==> config.mk <==
export PLATFORM = sky130hd
export DESIGN_NAME = block_variance_q15_core
export DESIGN_NICKNAME = d
export VERILOG_FILES = /design/src/rtl/bvq_pkg.sv /design/src/rtl/block_variance_q15_core.sv
export SDC_FILE = /design/constraint.sdc
export NUM_CORES = 2
export LEC_CHECK = 0
export BUFFER_PORTS_ARGS = -buffer_cell sky130_fd_sc_hd__buf_2
export CELL_PAD_IN_SITES_DETAIL_PLACEMENT = 1
export CELL_PAD_IN_SITES_GLOBAL_PLACEMENT = 2
export CORE_AREA = 5 5 380 382
export CTS_BUF_LIST = sky130_fd_sc_hd__clkbuf_16
export CTS_CLUSTER_DIAMETER = 150
export DETAILED_ROUTE_END_ITERATION = 10
export DIE_AREA = 0 0 385 387
export GPL_TIMING_DRIVEN = 0
export PLACE_DENSITY_LB_ADDON = 0.12
export SLEW_MARGIN = 10
export SYNTH_ARGS = -nofsm -noshare
export SYNTH_HDL_FRONTEND = slang
export SYNTH_SLANG_ARGS = --single-unit
==> constraint.sdc <==
create_clock -name clk -period 22.4 [get_ports clk]
set_input_delay 1.12 -clock clk [delete_from_list [all_inputs] [get_ports clk]]
set_output_delay 1.12 -clock clk [all_outputs]
set_load 0.02 [all_outputs]
==> src/rtl/bvq_pkg.sv <==
// Shared constants and types for the block variance core.
`timescale 1ns / 1ps

package bvq_pkg;

	localparam int COUNT_BITS = 16;
	localparam logic [COUNT_BITS-1:0] COUNT_MAX = {COUNT_BITS{1'b1}};

	localparam int SAMPLE_W = 16;
	localparam int SUM_W    = 32;
	localparam int SQSUM_W  = 46;
	localparam int OPND_W   = 32;
	localparam int PROD_W   = 2 * OPND_W;
	localparam int VAR_W    = 16;
	localparam int SHIFT    = 15;

	localparam int DIV_STEPS = PROD_W;
	localparam int STEP_W    = $clog2(DIV_STEPS);

	typedef enum logic [2:0] {
		ST_ACCUM,
		ST_SETUP_A,
		ST_DIV_A,
		ST_MUL_SQ,
		ST_MUL_DEN,
		ST_DIV_B,
		ST_DONE
	} bvq_state_t;

endpackage

==> src/rtl/block_variance_q15_core.sv <==
// Unbiased Q15 block variance: accumulator front end and iterative divide back end.
`timescale 1ns / 1ps

// Usage
// The sample channel (sample_valid / sample_ready) carries one signed Q15 sample per
// request, with last marking the final sample of a block. The result channel
// (result_valid / result_ready) carries one variance and one too_long flag per block.
// Samples that are not last are taken one per cycle: the sum and sum of squares are
// updated in the cycle of acceptance. On a last sample the back end runs a sequence on
// one shared 32x32 multiplier and one shared restoring divider that produces one
// quotient bit per cycle over 64 steps. A setup step, the first division, the two
// multiplies and the second division run before result_valid; sample_ready is low
// meanwhile. A block of one sample, or one longer than 2^COUNT_BITS-1 samples, skips
// the back end and goes straight to the done state, whence its result enters the output register.
// The result sits in an output register, so a stalled receiver only holds the block
// when a second result is ready before the first was taken.
// Reset clears the sequencer, the accumulators and the output valid; no result is
// pending after reset.

module block_variance_q15_core (
	input  logic                                 clk,
	input  logic                                 arst_n,
	input  logic                                 sample_valid,
	output logic                                 sample_ready,
	input  logic signed [bvq_pkg::SAMPLE_W-1:0]  sample,
	input  logic                                 last,
	output logic                                 result_valid,
	input  logic                                 result_ready,
	output logic signed [bvq_pkg::VAR_W-1:0]     variance,
	output logic                                 too_long
);
	import bvq_pkg::*;

	bvq_state_t state_q, state_d;

	// Accumulators for the block in progress.
	logic [COUNT_BITS-1:0] cnt_q;
	logic [SUM_W-1:0]      sum_q;
	logic [SQSUM_W-1:0]    sqsum_q;
	logic                  ovf_q;
	logic                  zero_q;

	// Back end registers.
	logic [PROD_W-1:0]   dvd_q;
	logic [OPND_W-1:0]   rem_q;
	logic [OPND_W-1:0]   divisor_q;
	logic [STEP_W-1:0]   step_q;
	logic [PROD_W-1:0]   prod_q;
	logic [SUM_W-1:0]    a_q;

	// Output register.
	logic                    result_valid_q;
	logic signed [VAR_W-1:0] variance_q;
	logic                    too_long_q;

	// Sequencer outputs.
	logic accept;
	logic div_run;
	logic result_load;
	logic last_step;

	// Front end arithmetic.
	logic [SUM_W-1:0]        sum_next;
	logic signed [SUM_W-1:0] sq_s;
	logic [SQSUM_W-1:0]      sqsum_next;
	logic [COUNT_BITS-1:0]   cnt_next;
	logic                    ovf_next;
	logic                    direct;

	// Shared units.
	logic [SUM_W-1:0]    mag;
	logic [OPND_W-1:0]   mul_a;
	logic [OPND_W-1:0]   mul_b;
	logic [PROD_W-1:0]   mul_p;
	logic [OPND_W:0]     rem_shift;
	logic [OPND_W+1:0]   rem_diff;
	logic                rem_ge;
	logic [SUM_W-1:0]    diff;

	assign accept    = sample_valid && sample_ready;
	assign last_step = (step_q == STEP_W'(DIV_STEPS - 1));

	// The sum wraps at 32 bits and the sum of squares at 46 bits.
	assign sum_next   = sum_q + SUM_W'(sample);
	assign sq_s       = SUM_W'(sample) * SUM_W'(sample);
	assign sqsum_next = sqsum_q + SQSUM_W'(unsigned'(sq_s));
	assign ovf_next   = ovf_q || (cnt_q == COUNT_MAX);
	assign cnt_next   = (cnt_q == COUNT_MAX) ? cnt_q : cnt_q + COUNT_BITS'(1);
	// Over-long and single-sample blocks both report a zero variance.
	assign direct     = ovf_next || (cnt_next <= COUNT_BITS'(1));

	// Magnitude of the wrapped sum; the most negative value maps onto 2^31 unchanged.
	assign mag   = sum_q[SUM_W-1] ? (~sum_q + SUM_W'(1)) : sum_q;
	assign mul_a = (state_q == ST_MUL_SQ) ? OPND_W'(mag) : OPND_W'(cnt_q);
	assign mul_b = (state_q == ST_MUL_SQ) ? OPND_W'(mag) : OPND_W'(cnt_q - COUNT_BITS'(1));
	assign mul_p = PROD_W'(mul_a) * PROD_W'(mul_b);

	// One restoring divide step: shift in the next dividend bit, subtract if it fits.
	assign rem_shift = {rem_q, dvd_q[PROD_W-1]};
	assign rem_diff  = {1'b0, rem_shift} - {2'b00, divisor_q};
	assign rem_ge    = !rem_diff[OPND_W+1];

	// Both quotients are cut to 32 bits and subtracted with wrap.
	assign diff = a_q - dvd_q[SUM_W-1:0];

	// Next state.
	always_comb begin
		state_d = state_q;
		unique case (state_q)
			ST_ACCUM: begin
				if (accept && last) begin
					state_d = direct ? ST_DONE : ST_SETUP_A;
				end
			end
			ST_SETUP_A: state_d = ST_DIV_A;
			ST_DIV_A: begin
				if (last_step) begin
					state_d = ST_MUL_SQ;
				end
			end
			ST_MUL_SQ:  state_d = ST_MUL_DEN;
			ST_MUL_DEN: state_d = ST_DIV_B;
			ST_DIV_B: begin
				if (last_step) begin
					state_d = ST_DONE;
				end
			end
			ST_DONE: begin
				if (result_load) begin
					state_d = ST_ACCUM;
				end
			end
			default: state_d = ST_ACCUM;
		endcase
	end

	// Sequencer outputs.
	always_comb begin
		sample_ready = 1'b0;
		div_run      = 1'b0;
		result_load  = 1'b0;
		unique case (state_q)
			ST_ACCUM:         sample_ready = 1'b1;
			ST_DIV_A, ST_DIV_B: div_run    = 1'b1;
			ST_DONE:          result_load  = !result_valid_q || result_ready;
			default: begin
			end
		endcase
	end

	always_ff @(posedge clk or negedge arst_n) begin
		if (!arst_n) begin
			state_q        <= ST_ACCUM;
			cnt_q          <= '0;
			sum_q          <= '0;
			sqsum_q        <= '0;
			ovf_q          <= 1'b0;
			step_q         <= '0;
			result_valid_q <= 1'b0;
		end else begin
			state_q <= state_d;
			if (accept) begin
				cnt_q   <= cnt_next;
				sum_q   <= sum_next;
				sqsum_q <= sqsum_next;
				ovf_q   <= ovf_next;
			end else if (result_load) begin
				// The block is finished once its result moves to the output register.
				cnt_q   <= '0;
				sum_q   <= '0;
				sqsum_q <= '0;
				ovf_q   <= 1'b0;
			end
			if (div_run) begin
				step_q <= step_q + STEP_W'(1);
			end else begin
				step_q <= '0;
			end
			if (result_load) begin
				result_valid_q <= 1'b1;
			end else if (result_ready) begin
				result_valid_q <= 1'b0;
			end
		end
	end

	// Back end datapath.
	always_ff @(posedge clk) begin
		if (accept && last) begin
			zero_q <= direct;
		end
		unique case (state_q)
			ST_SETUP_A: begin
				// A: sum of squares over N-1.
				dvd_q     <= PROD_W'(sqsum_q);
				rem_q     <= '0;
				divisor_q <= OPND_W'(cnt_q - COUNT_BITS'(1));
			end
			ST_DIV_A, ST_DIV_B: begin
				dvd_q <= {dvd_q[PROD_W-2:0], rem_ge};
				rem_q <= rem_ge ? rem_diff[OPND_W-1:0] : rem_shift[OPND_W-1:0];
			end
			ST_MUL_SQ: begin
				a_q    <= dvd_q[SUM_W-1:0];
				prod_q <= mul_p;
			end
			ST_MUL_DEN: begin
				// B: squared sum over N(N-1); the product fits in 32 bits.
				dvd_q     <= prod_q;
				rem_q     <= '0;
				divisor_q <= mul_p[OPND_W-1:0];
			end
			default: begin
			end
		endcase
		if (result_load) begin
			variance_q <= zero_q ? '0 : diff[SHIFT+VAR_W-1:SHIFT];
			too_long_q <= ovf_q;
		end
	end

	assign result_valid = result_valid_q;
	assign variance     = variance_q;
	assign too_long     = too_long_q;

	// A result only appears after the sequencer has reached its final state.
	assert property (@(posedge clk) disable iff (!arst_n)
		$rose(result_valid) |-> $past(state_q == ST_DONE))
		else $error("result appeared without a finished block");

	// An over-long block always reports zero.
	assert property (@(posedge clk) disable iff (!arst_n)
		result_valid && too_long |-> variance == '0)
		else $error("over-long block gave a nonzero variance");

	// The partial remainder stays below the divisor throughout a division.
	assert property (@(posedge clk) disable iff (!arst_n)
		(state_q == ST_DIV_A || state_q == ST_DIV_B) |-> rem_q < divisor_q)
		else $error("divider remainder out of range");

	// Leaving the final state clears the block accumulators.
	assert property (@(posedge clk) disable iff (!arst_n)
		(state_q == ST_DONE && result_load) |=> (cnt_q == '0 && !ovf_q && sum_q == '0))
		else $error("accumulators not cleared after a block");

endmodule
==> results.py <==
metrics = {
    "yosys": {
        "synth_top_cell_by_area": "fa_1",
        "synth_flop_cell": "edfxtp_1",
        "synth_cells": 6676,
        "netlist-cell-type-count": 94,
        "ys_seq_area_frac": 0.161,
        "synth_edf_count": 241,
        "synth-seq-cells": 346,
        "yosys_warnings": 0,
        "synth_area_leaders": "fa_1 (37%), edfxtp_1 (12%), ha_1 (9.8%)",
        "syn_area_per_cell_um2": 9.17,
        "async_reset_ff_frac": 0.303,
        "yosysTopAreaCellShare": 0.372,
        "syn_area_um2": 61200,
    },
    "grt": {
        "grtUsageMet2": 0.541,
        "globalRouteOverflowTotal": 0,
        "grt_use_total": 0.322,
        "antenna_found_initial": 13,
        "grt.busiest_layer": "met2",
        "grt_pass1_wl_um": 350000,
        "use_met3": 0.0508,
        "grt_pass1_vias": 53080,
        "grt_max_degree": 63,
        "grt_use_met1": 0.388,
    },
    "setup_path": {
        "critPathCaptureType": "flip-flop",
        "rr_worst_depth": 35,
        "r2r-end": "prod_q[63]",
        "cp.arrival_ps": 13660,
        "setup.worst_path.start_class": "flip-flop",
        "cpMostUsedCell": "fa_1",
        "r2r_slack_ps": 9090,
        "path_max_fanout": 10,
        "path_class": "flip-flop to flip-flop",
        "crit_start": "cnt_q[0]",
        "slowest_delay_ps": 800,
        "r2r-start": "cnt_q[0]",
        "cp.required_ps": 22750,
        "crit_slowest_cell": "nor3_1",
    },
    "detailed_routing": {
        "wl_per_cell_um": 27.1,
        "ant_nets": 0,
        "drt-initial-drc-count": 3024,
        "wl_um": 237000,
        "drc": 0,
        "vias_per_cell": 5.42,
        "via_count": 47362,
        "first_pass_iters": 6,
    },
    "clocking": {
        "insertion_delay_ps": 590,
        "ctsRootBufferMaster": "clkbuf_16",
        "clk_pin_slew_ps": 60,
        "cts_resized": 0,
        "cts_buffer_depth": 3,
        "cts_buffers": 41,
        "tritoncts": "done",
        "cts_setup_buffers": 0,
        "htreeDepth": 2,
        "hold_buffers": 0,
        "cts.sinks": 346,
    },
    "final_layout": {
        "synthToLayoutAreaGrowth_pct": 7.17,
        "final.fill_count": 16318,
        "final_common_cell": "inv_1",
        "multiInputGateArea_um2": 44800,
        "drive_gt1_frac": 0.0364,
        "nets": 8446,
        "final_util": 0.466,
        "ff_latch_area_um2": 9860,
        "stdcell_count": 8731,
        "most-common-layout-cells": "inv_1 (1,516), fa_1 (1,138), nand2_1 (792)",
    },
    "timing": {
        "setup_tns_ps": 0,
        "hold_violations": 0,
        "slew-limit-headroom": 0.0634,
        "fin_hold_ws_ps": 484,
        "period_minus_slack_ps": 13310,
        "setup_viol": 0,
        "fin_crit_sh": 0.594,
        "clock-skew-final_ps": 17.4,
        "fmax_mhz": 75.1,
        "worst_pin_slew_ps": 1400,
        "rsz0062_at_grt": "false",
        "maxSlewViolCount": 0,
    },
    "min_path": {
        "hold_class": "flip-flop to flip-flop",
        "whs_path_depth": 0,
        "hold_end": "a_q[18]",
        "hold_path_startpoint": "dvd_q[18]",
    },
    "job": {
        "drv_cap": 0,
    },
    "run_status": {
        "outcome": "finished, final reports clean",
    },
    "die": {
        "die_area_um2": 149000,
        "initial_utilization": 0.435,
        "die_h_um": 387,
        "boundaryPins": 40,
        "core_um2": 141000,
        "die_width_um": 385,
        "rows": 138,
    },
    "placed_design": {
        "dp.cells": 8655,
        "gp_congestion": 1.00,
        "buffer_ports.inserted": 39,
        "dpl.hpwl_um": 198000,
    },
    "power_and_ir_drop": {
        "p_per_area_nw_per_um2": 92.4,
        "leakagePower_uw": 0.0330,
        "p_total_uw": 6070,
        "vdd_drop_max_mv": 0.297,
    },
}
==> metal layers <==
| layer | share of wire | vias up |
|---|---|---|
| li1 | - | 20809 |
| met1 | 0.39 | 24691 |
| met3 | 0.057 | 525 |
| met5 | 0.00024 | - |
| met4 | 0.081 | 10 |
| met2 | 0.48 | 1327 |
==> cell usage after synthesis (all sizes together) (109+ instances only) <==
cell type,count
xor2,109
o21ai,211
xnor2,136
nand2,796
a21o,117
fa,1138
inv,1513
ha,479
edfxtp,241
a21oi,213
nor2,642
clkbuf,188
==> critical path, delay by kind of cell (launching register included) <==
family          cells  cell delay, ps
fa+ha+maj          10            4870
flops               1             390
xor+xnor            1             320
simple gates       10            4040
compound gates      8            1850
buf+inv             6            1550
==> per-stage QoR <==
stage,setup WS (ps),instance area (um2)
after global routing,8850,65600
final,9090,65600
after global placement,5430,63900
after CTS,9240,65600
after detailed placement,9330,64300
after floorplan,10880,61300
==> sequential cells by signal, indices dropped and copies added, names as in the netlist <==
register and count:
step_q 6, dvd_q 64, sqsum_q 46, state_q 3, result_valid 1, prod_q 64
sum_q 32, rem_q 32, ovf_q 1, cnt_q 16, zero_q 1, variance 16
too_long 1, divisor_q 32, a_q 31
==> worst max-delay path by stage <==
stage / cells after the start / slack (ps) / endpoint
floorplan: 35 / 10880 / prod_q[63]
global route: 35 / 8850 / prod_q[63]
global placement: 36 / 5430 / prod_q[60]
detailed placement: 35 / 9330 / prod_q[63]
CTS: 35 / 9240 / prod_q[63]
finish: 35 / 9090 / prod_q[63]
==> area by class of cell <==
type / count / area share
Buffer: 248 / 0.0157
Tap cell: 1890 / 0.0360
Antenna cell: 1 / 0.0000381
Inverter: 1515 / 0.0867
Timing Repair Buffer: 62 / 0.00868
Multi-Input combinational cell: 4594 / 0.683
Clock buffer: 42 / 0.0160
Clock inverter: 33 / 0.00337
Sequential cell: 346 / 0.150
==> report_power, final <==
part           internal (uW)        switching, uW
logic                   1640                 3100
clock network            356                  296
registers                679  0.00000000000000352
==> kinds of logic after synthesis <==
group	count (synthesis)	synth area share
mux	44	0.00721
simple gates	1823	0.128
buf+inv	1763	0.110
fa+ha+maj	1617	0.470
xor+xnor	245	0.0350
flops	346	0.161
compound gates	836	0.0884
other cells	2	0.000123
(Power assumes the default switching activity.)
